File: config.mk
export PLATFORM = sky130hd
export DESIGN_NAME = pid_heater_cooler_controller
export DESIGN_NICKNAME = d
export VERILOG_FILES = /design/src/rtl/core/pidhc_pkg.sv /design/src/rtl/core/pidhc_seq.sv /design/src/rtl/core/pid_heater_cooler_controller.sv
export SDC_FILE = /design/constraint.sdc
export NUM_CORES = 2
export LEC_CHECK = 0
export BUFFER_PORTS_ARGS = -buffer_cell sky130_fd_sc_hd__buf_4
export CAP_MARGIN = 20
export CORE_MARGIN = 3
export CORE_UTILIZATION = 50
export DETAILED_ROUTE_END_ITERATION = 10
export PLACE_DENSITY = 0.66
export SYNTH_ARGS = -nofsm -noshare
export SYNTH_HDL_FRONTEND = slang
export SYNTH_HIERARCHICAL = 1
export SYNTH_SLANG_ARGS = --single-unit
File: constraint.sdc
create_clock -name clk -period 16.2 [get_ports clk]
set_input_delay 0.81 -clock clk [delete_from_list [all_inputs] [get_ports clk]]
set_output_delay 0.81 -clock clk [all_outputs]
set_load 0.01 [all_outputs]
File: src/rtl/core/pidhc_pkg.sv
// ----------------------------------------------------------------------------
// pidhc_pkg
// Widths, limits, microcode field codes and register indexes shared by the
// heater/cooler PID controller and its sequencer.
// ----------------------------------------------------------------------------
package pidhc_pkg;

  // integrator width, legal range 24..48
  localparam int IntegWidth = 32;

  localparam int DataW  = 16;   // Q8.8 temperature / drive
  localparam int GainW  = 16;
  localparam int RateW  = 9;
  localparam int ErrW   = DataW + 1;
  localparam int DerrW  = DataW + 2;
  localparam int OpAW   = 18;
  localparam int OpBW   = IntegWidth;
  localparam int ProdW  = OpAW + OpBW;
  localparam int AccW   = 43;   // p + clipped i + d terms in Q16.16
  localparam int MagW   = DataW - 1;
  localparam int PcW    = 4;
  localparam int CfgIdxW = 3;

  localparam int DriveLim     = 25600;          // 100.0 in Q8.8
  localparam int DriveLimWide = DriveLim * 256; // same in Q16.16
  localparam longint ItermLim = 64'sd1 <<< 40;
  localparam int RoundHalf    = 128;
  localparam int FracBits     = 8;

  // power = floor((mag*rate + lim/2) / lim), lim = 256*100:
  // shift by 8, then multiply by ceil(2^23/100) and shift by 23
  localparam int PowRound   = DriveLim / 2;
  localparam int QuotW      = 16;
  localparam int Recip      = 83887;
  localparam int RecipShift = 23;

  typedef enum logic [2:0] {
    CFG_SETPOINT  = 3'd0,
    CFG_GAIN_P    = 3'd1,
    CFG_GAIN_I    = 3'd2,
    CFG_GAIN_D    = 3'd3,
    CFG_HEAT_RATE = 3'd4,
    CFG_COOL_RATE = 3'd5
  } cfg_reg_t;

  typedef enum logic [2:0] {
    A_GAIN_P, A_GAIN_I, A_GAIN_D, A_HEAT, A_COOL, A_RECIP
  } asel_t;

  typedef enum logic [2:0] {
    B_ERR, B_SUM, B_DERR, B_MAG, B_QUOT
  } bsel_t;

  typedef enum logic [2:0] {
    ACC_HOLD, ACC_LOAD, ACC_ADD_CLIP, ACC_ADD, ACC_RND
  } acc_op_t;

  typedef enum logic [1:0] {
    J_NEXT, J_NEG, J_ALWAYS, J_END
  } jmp_t;

  typedef struct packed {
    asel_t   a_sel;
    bsel_t   b_sel;
    logic    mul_en;
    acc_op_t acc_op;
    logic    drive_en;
    logic    out_en;
  } ctrl_t;

  typedef struct packed {
    ctrl_t          ctrl;
    jmp_t           jmp;
    logic [PcW-1:0] target;
  } ucode_t;

endpackage

File: src/rtl/core/pidhc_seq.sv
// ----------------------------------------------------------------------------
// pidhc_seq
// Microcode sequencer: step counter, control store and jump logic.
// ----------------------------------------------------------------------------
module pidhc_seq import pidhc_pkg::*; (
  input  logic  clk,
  input  logic  rst,
  input  logic  start,
  input  logic  neg,
  input  logic  out_full,
  output logic  busy,
  output ctrl_t ctrl
);

  localparam logic [PcW-1:0] PcCool = PcW'(7);
  localparam logic [PcW-1:0] PcRnd  = PcW'(8);

  logic [PcW-1:0] pc;
  ucode_t         word;
  logic           hold;
  logic           exec;

  function automatic ucode_t uw(input asel_t a, input bsel_t b, input logic m,
                                input acc_op_t ac, input logic dv, input logic o,
                                input jmp_t j, input logic [PcW-1:0] t);
    ucode_t w;
    w.ctrl.a_sel    = a;
    w.ctrl.b_sel    = b;
    w.ctrl.mul_en   = m;
    w.ctrl.acc_op   = ac;
    w.ctrl.drive_en = dv;
    w.ctrl.out_en   = o;
    w.jmp           = j;
    w.target        = t;
    return w;
  endfunction

  function automatic ucode_t rom(input logic [PcW-1:0] a);
    ucode_t w;
    unique case (a)
      PcW'(0):  w = uw(A_GAIN_P, B_ERR,  1'b1, ACC_HOLD,     1'b0, 1'b0, J_NEXT,   '0);
      PcW'(1):  w = uw(A_GAIN_I, B_SUM,  1'b1, ACC_LOAD,     1'b0, 1'b0, J_NEXT,   '0);
      PcW'(2):  w = uw(A_GAIN_D, B_DERR, 1'b1, ACC_ADD_CLIP, 1'b0, 1'b0, J_NEXT,   '0);
      PcW'(3):  w = uw(A_GAIN_P, B_ERR,  1'b0, ACC_ADD,      1'b0, 1'b0, J_NEXT,   '0);
      PcW'(4):  w = uw(A_GAIN_P, B_ERR,  1'b0, ACC_HOLD,     1'b1, 1'b0, J_NEXT,   '0);
      PcW'(5):  w = uw(A_GAIN_P, B_ERR,  1'b0, ACC_HOLD,     1'b0, 1'b0, J_NEG,    PcCool);
      PcW'(6):  w = uw(A_HEAT,   B_MAG,  1'b1, ACC_HOLD,     1'b0, 1'b0, J_ALWAYS, PcRnd);
      PcW'(7):  w = uw(A_COOL,   B_MAG,  1'b1, ACC_HOLD,     1'b0, 1'b0, J_NEXT,   '0);
      PcW'(8):  w = uw(A_GAIN_P, B_ERR,  1'b0, ACC_RND,      1'b0, 1'b0, J_NEXT,   '0);
      PcW'(9):  w = uw(A_RECIP,  B_QUOT, 1'b1, ACC_HOLD,     1'b0, 1'b0, J_NEXT,   '0);
      PcW'(10): w = uw(A_GAIN_P, B_ERR,  1'b0, ACC_HOLD,     1'b0, 1'b1, J_END,    '0);
      default:  w = uw(A_GAIN_P, B_ERR,  1'b0, ACC_HOLD,     1'b0, 1'b0, J_END,    '0);
    endcase
    return w;
  endfunction

  assign word = rom(pc);
  // result step waits while the output register still holds an untaken beat
  assign hold = word.ctrl.out_en & out_full;
  assign exec = busy & ~hold;
  assign ctrl = exec ? word.ctrl : '0;

  always_ff @(posedge clk) begin
    if (rst) begin
      busy <= 1'b0;
      pc   <= '0;
    end else if (start) begin
      busy <= 1'b1;
      pc   <= '0;
    end else if (exec) begin
      unique case (word.jmp)
        J_NEXT:   pc <= pc + PcW'(1);
        J_NEG:    pc <= neg ? word.target : pc + PcW'(1);
        J_ALWAYS: pc <= word.target;
        J_END:    busy <= 1'b0;
        default:  busy <= 1'b0;
      endcase
    end
  end

endmodule

File: src/rtl/core/pid_heater_cooler_controller.sv
// ----------------------------------------------------------------------------
// pid_heater_cooler_controller
// PID temperature controller with saturating integrator, clamped drive and
// split heater / cooler power outputs.
//
//   channel  direction  handshake             payload
//   in       sink       in_valid / in_ready   measured_temp
//   out      source     out_valid / out_ready drive, heat_power,
//                                             cooling_power, clamped
//   cfg      sink       cfg_valid / cfg_ready cfg_index, cfg_data
//
// For each sample, the accept cycle forms error, integral and
// error difference, then 10 microcode steps share one 18 x IntegWidth
// multiplier, at most one product per step. A new sample is taken once the
// result has moved into the output register. A stalled output holds the
// sequencer on its last step. Synchronous reset restores register defaults
// and clears integral and previous error. cfg_ready is always high.
// ----------------------------------------------------------------------------
module pid_heater_cooler_controller import pidhc_pkg::*; (
  input  logic                    clk,
  input  logic                    rst,
  input  logic                    in_valid,
  output logic                    in_ready,
  input  logic signed [DataW-1:0] measured_temp,
  output logic                    out_valid,
  input  logic                    out_ready,
  output logic signed [DataW-1:0] drive,
  output logic [RateW-1:0]        heat_power,
  output logic [RateW-1:0]        cooling_power,
  output logic                    clamped,
  input  logic                    cfg_valid,
  output logic                    cfg_ready,
  input  logic [CfgIdxW-1:0]      cfg_index,
  input  logic [DataW-1:0]        cfg_data
);

  logic signed [DataW-1:0] setpoint;
  logic [GainW-1:0]        gain_p;
  logic [GainW-1:0]        gain_i;
  logic [GainW-1:0]        gain_d;
  logic [RateW-1:0]        heat_rate;
  logic [RateW-1:0]        cool_rate;

  logic signed [ErrW-1:0]       last_error;
  logic signed [IntegWidth-1:0] integral;
  logic signed [DerrW-1:0]      derr;
  logic signed [ProdW-1:0]      prod;
  logic signed [AccW-1:0]       acc;
  logic signed [DataW-1:0]      drive_r;
  logic                         clamp_r;
  logic [MagW-1:0]              mag;

  logic                         busy;
  ctrl_t                        ctrl;
  logic                         in_fire;
  logic                         out_full;

  logic signed [ErrW-1:0]       err_in;
  logic signed [IntegWidth:0]   sum_wide;
  logic signed [IntegWidth-1:0] sum_sat;
  logic signed [DerrW-1:0]      derr_in;
  logic signed [OpAW-1:0]       opa;
  logic signed [OpBW-1:0]       opb;
  logic signed [ProdW-1:0]      iclip;
  logic signed [AccW-1:0]       rnd;
  logic signed [DataW-1:0]      drive_next;
  logic                         clamp_next;
  logic [MagW-1:0]              mag_next;
  logic [RateW-1:0]             power;

  assign cfg_ready = 1'b1;
  assign in_ready  = ~busy;
  assign in_fire   = in_valid & in_ready;
  assign out_full  = out_valid & ~out_ready;

  pidhc_seq u_seq (
    .clk      (clk),
    .rst      (rst),
    .start    (in_fire),
    .neg      (drive_r[DataW-1]),
    .out_full (out_full),
    .busy     (busy),
    .ctrl     (ctrl)
  );

  // config registers
  always_ff @(posedge clk) begin
    if (rst) begin
      setpoint  <= DataW'(5632);
      gain_p    <= GainW'(5120);
      gain_i    <= GainW'(128);
      gain_d    <= GainW'(512);
      heat_rate <= RateW'(171);
      cool_rate <= RateW'(171);
    end else if (cfg_valid && cfg_ready) begin
      unique case (cfg_reg_t'(cfg_index))
        CFG_SETPOINT:  setpoint  <= cfg_data;
        CFG_GAIN_P:    gain_p    <= cfg_data;
        CFG_GAIN_I:    gain_i    <= cfg_data;
        CFG_GAIN_D:    gain_d    <= cfg_data;
        CFG_HEAT_RATE: heat_rate <= cfg_data[RateW-1:0];
        CFG_COOL_RATE: cool_rate <= cfg_data[RateW-1:0];
        default: ;
      endcase
    end
  end

  // front end, evaluated on the accepted beat
  always_comb begin
    err_in   = ErrW'(setpoint) - ErrW'(measured_temp);
    sum_wide = (IntegWidth+1)'(integral) + (IntegWidth+1)'(err_in);
    if (sum_wide[IntegWidth] != sum_wide[IntegWidth-1]) begin
      sum_sat = sum_wide[IntegWidth] ? {1'b1, {(IntegWidth-1){1'b0}}}
                                     : {1'b0, {(IntegWidth-1){1'b1}}};
    end else begin
      sum_sat = sum_wide[IntegWidth-1:0];
    end
    derr_in = DerrW'(err_in) - DerrW'(last_error);
  end

  always_ff @(posedge clk) begin
    if (rst) begin
      last_error <= '0;
      integral   <= '0;
    end else if (in_fire) begin
      last_error <= err_in;
      integral   <= sum_sat;
    end
  end

  always_ff @(posedge clk) begin
    if (in_fire) begin
      derr <= derr_in;
    end
  end

  // shared multiplier operands
  always_comb begin
    unique case (ctrl.a_sel)
      A_GAIN_P: opa = OpAW'(gain_p);
      A_GAIN_I: opa = OpAW'(gain_i);
      A_GAIN_D: opa = OpAW'(gain_d);
      A_HEAT:   opa = OpAW'(heat_rate);
      A_COOL:   opa = OpAW'(cool_rate);
      A_RECIP:  opa = OpAW'(Recip);
      default:  opa = '0;
    endcase
    unique case (ctrl.b_sel)
      B_ERR:   opb = OpBW'(last_error);   // error of the current sample
      B_SUM:   opb = integral;
      B_DERR:  opb = OpBW'(derr);
      B_MAG:   opb = OpBW'(mag);
      B_QUOT:  opb = OpBW'(acc[FracBits+QuotW-1:FracBits]);
      default: opb = '0;
    endcase
  end

  always_ff @(posedge clk) begin
    if (ctrl.mul_en) begin
      prod <= opa * opb;
    end
  end

  // integral term limited to +-2^40 in Q16.16
  always_comb begin
    if (prod > ProdW'(ItermLim)) begin
      iclip = ProdW'(ItermLim);
    end else if (prod < ProdW'(-ItermLim)) begin
      iclip = ProdW'(-ItermLim);
    end else begin
      iclip = prod;
    end
  end

  always_ff @(posedge clk) begin
    unique case (ctrl.acc_op)
      ACC_HOLD:     acc <= acc;
      ACC_LOAD:     acc <= AccW'(prod);
      ACC_ADD_CLIP: acc <= acc + AccW'(iclip);
      ACC_ADD:      acc <= acc + AccW'(prod);
      ACC_RND:      acc <= AccW'(prod) + AccW'(PowRound);
      default:      acc <= acc;
    endcase
  end

  // clamp to +-100.0, else round half up to Q8.8
  always_comb begin
    rnd = acc + AccW'(RoundHalf);
    priority if (acc > AccW'(DriveLimWide)) begin
      drive_next = DataW'(DriveLim);
      clamp_next = 1'b1;
    end else if (acc < AccW'(-DriveLimWide)) begin
      drive_next = DataW'(-DriveLim);
      clamp_next = 1'b1;
    end else begin
      drive_next = rnd[FracBits+DataW-1:FracBits];
      clamp_next = 1'b0;
    end
    mag_next = drive_next[DataW-1] ? MagW'(-drive_next) : MagW'(drive_next);
  end

  always_ff @(posedge clk) begin
    if (ctrl.drive_en) begin
      drive_r <= drive_next;
      clamp_r <= clamp_next;
      mag     <= mag_next;
    end
  end

  assign power = prod[RecipShift+RateW-1:RecipShift];

  // output register
  always_ff @(posedge clk) begin
    if (rst) begin
      out_valid <= 1'b0;
    end else if (ctrl.out_en) begin
      out_valid <= 1'b1;
    end else if (out_ready) begin
      out_valid <= 1'b0;
    end
  end

  always_ff @(posedge clk) begin
    if (ctrl.out_en) begin
      drive         <= drive_r;
      clamped       <= clamp_r;
      heat_power    <= drive_r[DataW-1] ? '0 : power;
      cooling_power <= drive_r[DataW-1] ? power : '0;
    end
  end

endmodule
# Word level (Yosys, flattened, before mapping)
# Memories as Yosys holds them, arrays and structs flattened. A register that Yosys moved wholly into a read port is not among the register bits.
# Index checks and enable logic that the tools add are counted.
# Widths: inputs -> output; s select.
# classes
n_reduce_logical,18
n_lt_le_gt_ge,4
mul,1
bitwise,7
add_sub_neg,9
mux,21
n_eq_ne,22
# op_table
operator,n
$pmux 43 s4,1
$pmux 32 s5,1
$pmux 17 s6,1
$add 43x43->43,2
$mux 43,2
$mux 32,2
$gt 50x42->1 const B,1
$lt 50x41->1 const B,1
$mul 18x32->50,1
$add 43x15->43 const B,1
$gt 43x24->1 const B,1
$lt 43x24->1 const B,1
$add 32x17->33,1
$mux 16,2
$add 24x9->24 const B,1
$eq 3x2->1 const B,8
$eq 3x3->1 const B,6
$sub 17x17->18,1
$sub 16x16->17,1
$reduce_and 2->1,8
$mux 15,1
$neg 15->15,1
$eq 3x1->1 const B,4
$mux 12,1
15 further kinds,32
# word_totals
regBits,315
romBits,288
output_inout_bits,38
memories,1
input_bits,40
word_cells,104
# mem_list
name,words,width,rd,rd_ports_with_merged_regs,write_ports,line,source
(name not given),16,18,1,1,0,pidhc_seq.sv:40,unique case (a)

# Logic depth before layout (Yosys ltp)
# logic_depth
word_depth,9
depth_mapped,36
ltp_nobuf,31

# Cells and area by module
# Netlist, hierarchy kept.
# by_module_without_submodules
module,cells_each,area_per_inst_um2,seq_area_each_um2,n_inst
pid_heater_cooler_controller,4326,37752.5,7957.6,1
pidhc_seq,113,1083.5,420.4,1

# Worst setup path after synthesis
# OpenSTA, ideal clock, no wires.
# synth_path
kind,input -> register
from,input out_ready
to,register prod[45] (data pin)
required_time_ns,15.942
stages,32
arrival_ns,8.806
path_slack_ns,7.136
cell_sequence,nor2b_1 -> a21boi_4 -> clkbuf_1 -> and2_1 -> clkbuf_1 -> clkbuf_1 -> buf_2 -> mux2i_1 -> o22a_1 -> clkbuf_1 -> nor2_1 -> fa_1 -> inv_1 -> fa_1 -> fa_1 -> inv_1 -> fa_1 -> fa_1 -> inv_1 -> fa_1 -> inv_1 -> ha_1 -> nand2_1 -> or2_2 -> a31oi_1 -> o211ai_1 -> a2111oi_0 -> o211ai_1 -> o21ai_0 -> a21o_1 -> a21oi_1 -> xnor2_1
# synth_lines
item,line,source
"start, declared",pid_heater_cooler_controller.sv:26,"input logic out_ready,"
"end signal, assigned",pid_heater_cooler_controller.sv:160,prod <= opa * opb;
"end, declared",pid_heater_cooler_controller.sv:47,logic signed [ProdW-1:0] prod;

==> results.sh <==
export IMPL_max_cap_viol_count=0
export IMPL_grt_pass1_wl_um=174400
export IMPL_syn_inst=4439
export IMPL_numCtsBuffers=40
export IMPL_synth_mux_area_share_pct=1.943
export IMPL_synth_fa_ha_area_share_pct=34.76
export IMPL_pwr_density_cell_mw_per_mm2=74.63
export IMPL_synth_simple_area_share_pct=16.32
export IMPL_irDropWorstVdd_uv=71.68
export IMPL_synth_compound_area_share_pct=12.85
export IMPL_synth_net_count=5236
export IMPL_hold_viol=0
export IMPL_via_count=30802
export IMPL_drt_pass1_iter_count=7
export IMPL_place_area_mm2=0.04032
export IMPL_clk_latency_ps=600
export IMPL_drive_above_1_share_pct=5.953
export IMPL_antenna_cells=0
export IMPL_grt_use_total_pct=27.33
export IMPL_setup_violations=0
export IMPL_die_area_mm2=0.08105
export IMPL_antenna_found_initial=1
export IMPL_netlist_area_mm2=0.03884
export IMPL_cp_slowest_cell="a2111oi_0"
export IMPL_design_area_mm2=0.04159
export IMPL_area_growth_syn_to_layout_pct=7.104
export IMPL_synth_xor_area_share_pct=3.695
export IMPL_synth_top_family_by_area="adder cells"
export IMPL_cts_sinks=330
export IMPL_cts_setup_buffers=0
export IMPL_ys_ff_latch=330
export IMPL_ctsHoldBuffers=0
export IMPL_status="finished clean"
export IMPL_fp_dieH_um=284.7
export IMPL_finClkSkew_ps=30.15
export IMPL_rows=101
export IMPL_start_kind="register"
export IMPL_cp_top_family="compound AO/OA/AOI/OAI gates"
export IMPL_relSlewSlack_pct=20.21
export IMPL_grt_setup_unrepaired="false"
export IMPL_fin_crit_ps=10230
export IMPL_place_gp_congestion=0.9136
export IMPL_io_buffers=76
export IMPL_synthArstFlopShare_pct=0
export IMPL_tns_ps=0
export IMPL_coreArea_mm2=0.07645
export IMPL_hpwlAfterDp_um=84800
export IMPL_routed_wl_um=108700
export IMPL_grt_max_degree=79
export IMPL_fmax_mhz=97.80
export IMPL_vias_per_cell=5.636
export IMPL_fin_nets=5203
export IMPL_path_buf_inv=5
export IMPL_fin_cells=5465
export IMPL_drc=0
export IMPL_dpl_cell_count=5394
export IMPL_cp_arrival_ps=10580
export IMPL_path_clk_slew_ps=70
export IMPL_hold_class="reg -> reg"
export IMPL_synth_edf_count=177
export IMPL_h_tree_depth=2
export IMPL_cp_max_fo=26
export IMPL_power_leakage_nw=18.58
export IMPL_path_class="reg -> reg"
export IMPL_worst_pin_slew_ps=1197
export IMPL_initial_core_util_pct=50.80
export IMPL_dieWidth_um=284.7
export IMPL_cp_data_required_time_ps=16550
export IMPL_num_fill_cells=7130
export IMPL_clk_path_buf_depth=3
export IMPL_synth_cell_type_count=104
export IMPL_drtAntennaViolNets=0
export IMPL_finalMaxSlewViolations=0
export IMPL_cts_tree="built"
export IMPL_ios=78
export IMPL_drtIter0Drc=2635
export IMPL_end_kind="register"
export IMPL_grt_pass1_vias=31185
export IMPL_syn_avg_cell_area_um2=8.749
export IMPL_critical_path_max_stage_delay_ps=940
export IMPL_synthFlopType="edfxtp_1"
export IMPL_cts_resized=0
export IMPL_yosys_warnings=6
export IMPL_wl_per_cell_um=19.90
export IMPL_cts_root_buf="clkbuf_16"
export IMPL_grt_remaining_overflow=0
export IMPL_finalCritPeriodShare_pct=63.12
export IMPL_ys_seq_area_share_pct=21.57
## cells in the mapped netlist (9+ instances only)
cell type | number | area share (%)
inv_1 | 709 | 6.9
nand2_1 | 544 | 5.3
fa_1 | 525 | 27
nor2_1 | 486 | 4.7
a21oi_1 | 269 | 3.5
ha_1 | 232 | 7.5
edfxtp_1 | 177 | 14
clkbuf_1 | 171 | 1.7
dfxtp_1 | 153 | 7.9
o21ai_0 | 113 | 1.5
xnor2_1 | 104 | 2.3
a21o_1 | 90 | 1.7
nand3_1 | 83 | 1.1
and2_1 | 70 | 1.1
mux2i_1 | 63 | 1.6
xor2_1 | 58 | 1.3
nor3_1 | 45 | 0.58
o211ai_1 | 40 | 0.77
nand2b_1 | 38 | 0.61
nor2b_1 | 38 | 0.61
nand4_1 | 29 | 0.47
a211oi_1 | 28 | 0.54
and3_1 | 28 | 0.45
a31oi_1 | 23 | 0.37
o21bai_1 | 23 | 0.44
nor4_1 | 21 | 0.34
o21a_1 | 21 | 0.41
o22a_1 | 19 | 0.43
o22ai_1 | 17 | 0.27
o31ai_1 | 14 | 0.27
o221ai_1 | 13 | 0.29
or2_2 | 13 | 0.21
buf_1 | 11 | 0.11
or3_1 | 11 | 0.18
buf_2 | 9 | 0.12
mux2_2 | 9 | 0.26
## worst register-to-register path: cells and delay by family (launching register included)
family                   cells  cell delay (ps)
XOR/XNOR                     1              140
adder cells (fa/ha/maj)      7             3380
buffers and inverters        5              270
AND/OR/NAND/NOR              6             2330
flip-flops                   1              300
AO/OA/AOI/OAI               10             3580
## state kept, by name, indices dropped and copies added, names as in the netlist, 14 cells and up
register and count:
drive 16, gain_i 16, drive_r 16, gain_d 16, setpoint 16, u_seq/word 16
prod 50, acc 43, integral 32, gain_p 16, last_error 17, mag 14
derr 18
## worst paths after layout
path	cells past startpoint	start	endpoint	slack, ps
setup reg to reg	29	out_valid$_SDFFE_PP0P_	prod[45]$_DFFE_PP_	5970
hold reg to reg	0	drive_r[3]$_DFFE_PP_	drive[3]$_DFFE_PP_	420
setup / recovery	29	out_valid$_SDFFE_PP0P_	prod[45]$_DFFE_PP_	5970
hold / removal	0	drive_r[3]$_DFFE_PP_	drive[3]$_DFFE_PP_	420
## where the power goes
group	total, mW	leakage (nW)	switching [mW]	internal (mW)
clock	0.895	0.632	0.383	0.512
sequential	1.04	2.80	0.0720	0.966
combinational	1.17	15.2	0.722	0.450
total	3.10	18.6	1.18	1.93
## cell families (layout without fill, tap and decap cells)
family          after synthesis  count (layout)
compound gates              763             763
fa+ha+maj                   765             765
flops                       330             330
buf+inv                     906             902
simple gates               1438            1438
mux                          73              73
xor+xnor                    163             163
other cells                   1               1
## placed cells by master (no fill, tap or decap), types with 37 or more instances in the layout
cell type / netlist / layout
a21oi_1: 269 / 266
a21o_1: 90 / 90
edfxtp_1: 177 / 177
nor3_1: 45 / 44
nor2_1: 486 / 484
clkbuf_16: 0 / 40
o21ai_0: 113 / 112
ha_1: 232 / 232
buf_4: 3 / 121
o211ai_1: 40 / 40
inv_1: 709 / 708
xnor2_1: 104 / 103
mux2i_1: 63 / 63
nand2_1: 544 / 544
nand2b_1: 38 / 37
and2_1: 70 / 67
nand3_1: 83 / 83
nor2b_1: 38 / 37
dfxtp_1: 153 / 153
xor2_1: 58 / 58
fa_1: 525 / 525
## layout make-up
class / count / area, um^2 / share of cell area [%]
clock buffers: 51 / 1092 / 2.626
flip-flops and latches: 330 / 8378 / 20.14
inverters: 710 / 2665 / 6.407
well taps: 1030 / 1289 / 3.098
clock inverters: 20 / 185.2 / 0.4452
repair buffers: 121 / 908.4 / 2.184
multi-input cells: 3203 / 27080 / 65.10
## metal layers
metal / routed length [um] / share of wire [%] / global-route usage, % / vias up
li1: - / - / - / 14312
met1: 45940 / 42 / 36.68 / 15143
met2: 50800 / 47 / 45.16 / 1112
met3: 7976 / 7.3 / 4.427 / 235
met4: 4025 / 3.7 / 9.208 / 0
met5: 0 / 0 / 0 / -
## stage by stage
stage	setup slack [ps]	hold slack [ps]	util (%)	total power [mW]
4_1_cts	6087	416.4	54.40	3.115
3_3_place_gp	5738	402.7	52.73	2.196
5_1_grt	5374	422.2	54.40	3.301
2_1_floorplan	7136	400.3	-	1.893
3_5_place_dp	5610	404.5	52.73	2.211
6_report	5975	417.3	54.40	3.104
Power figures use the tool's default switching activity.
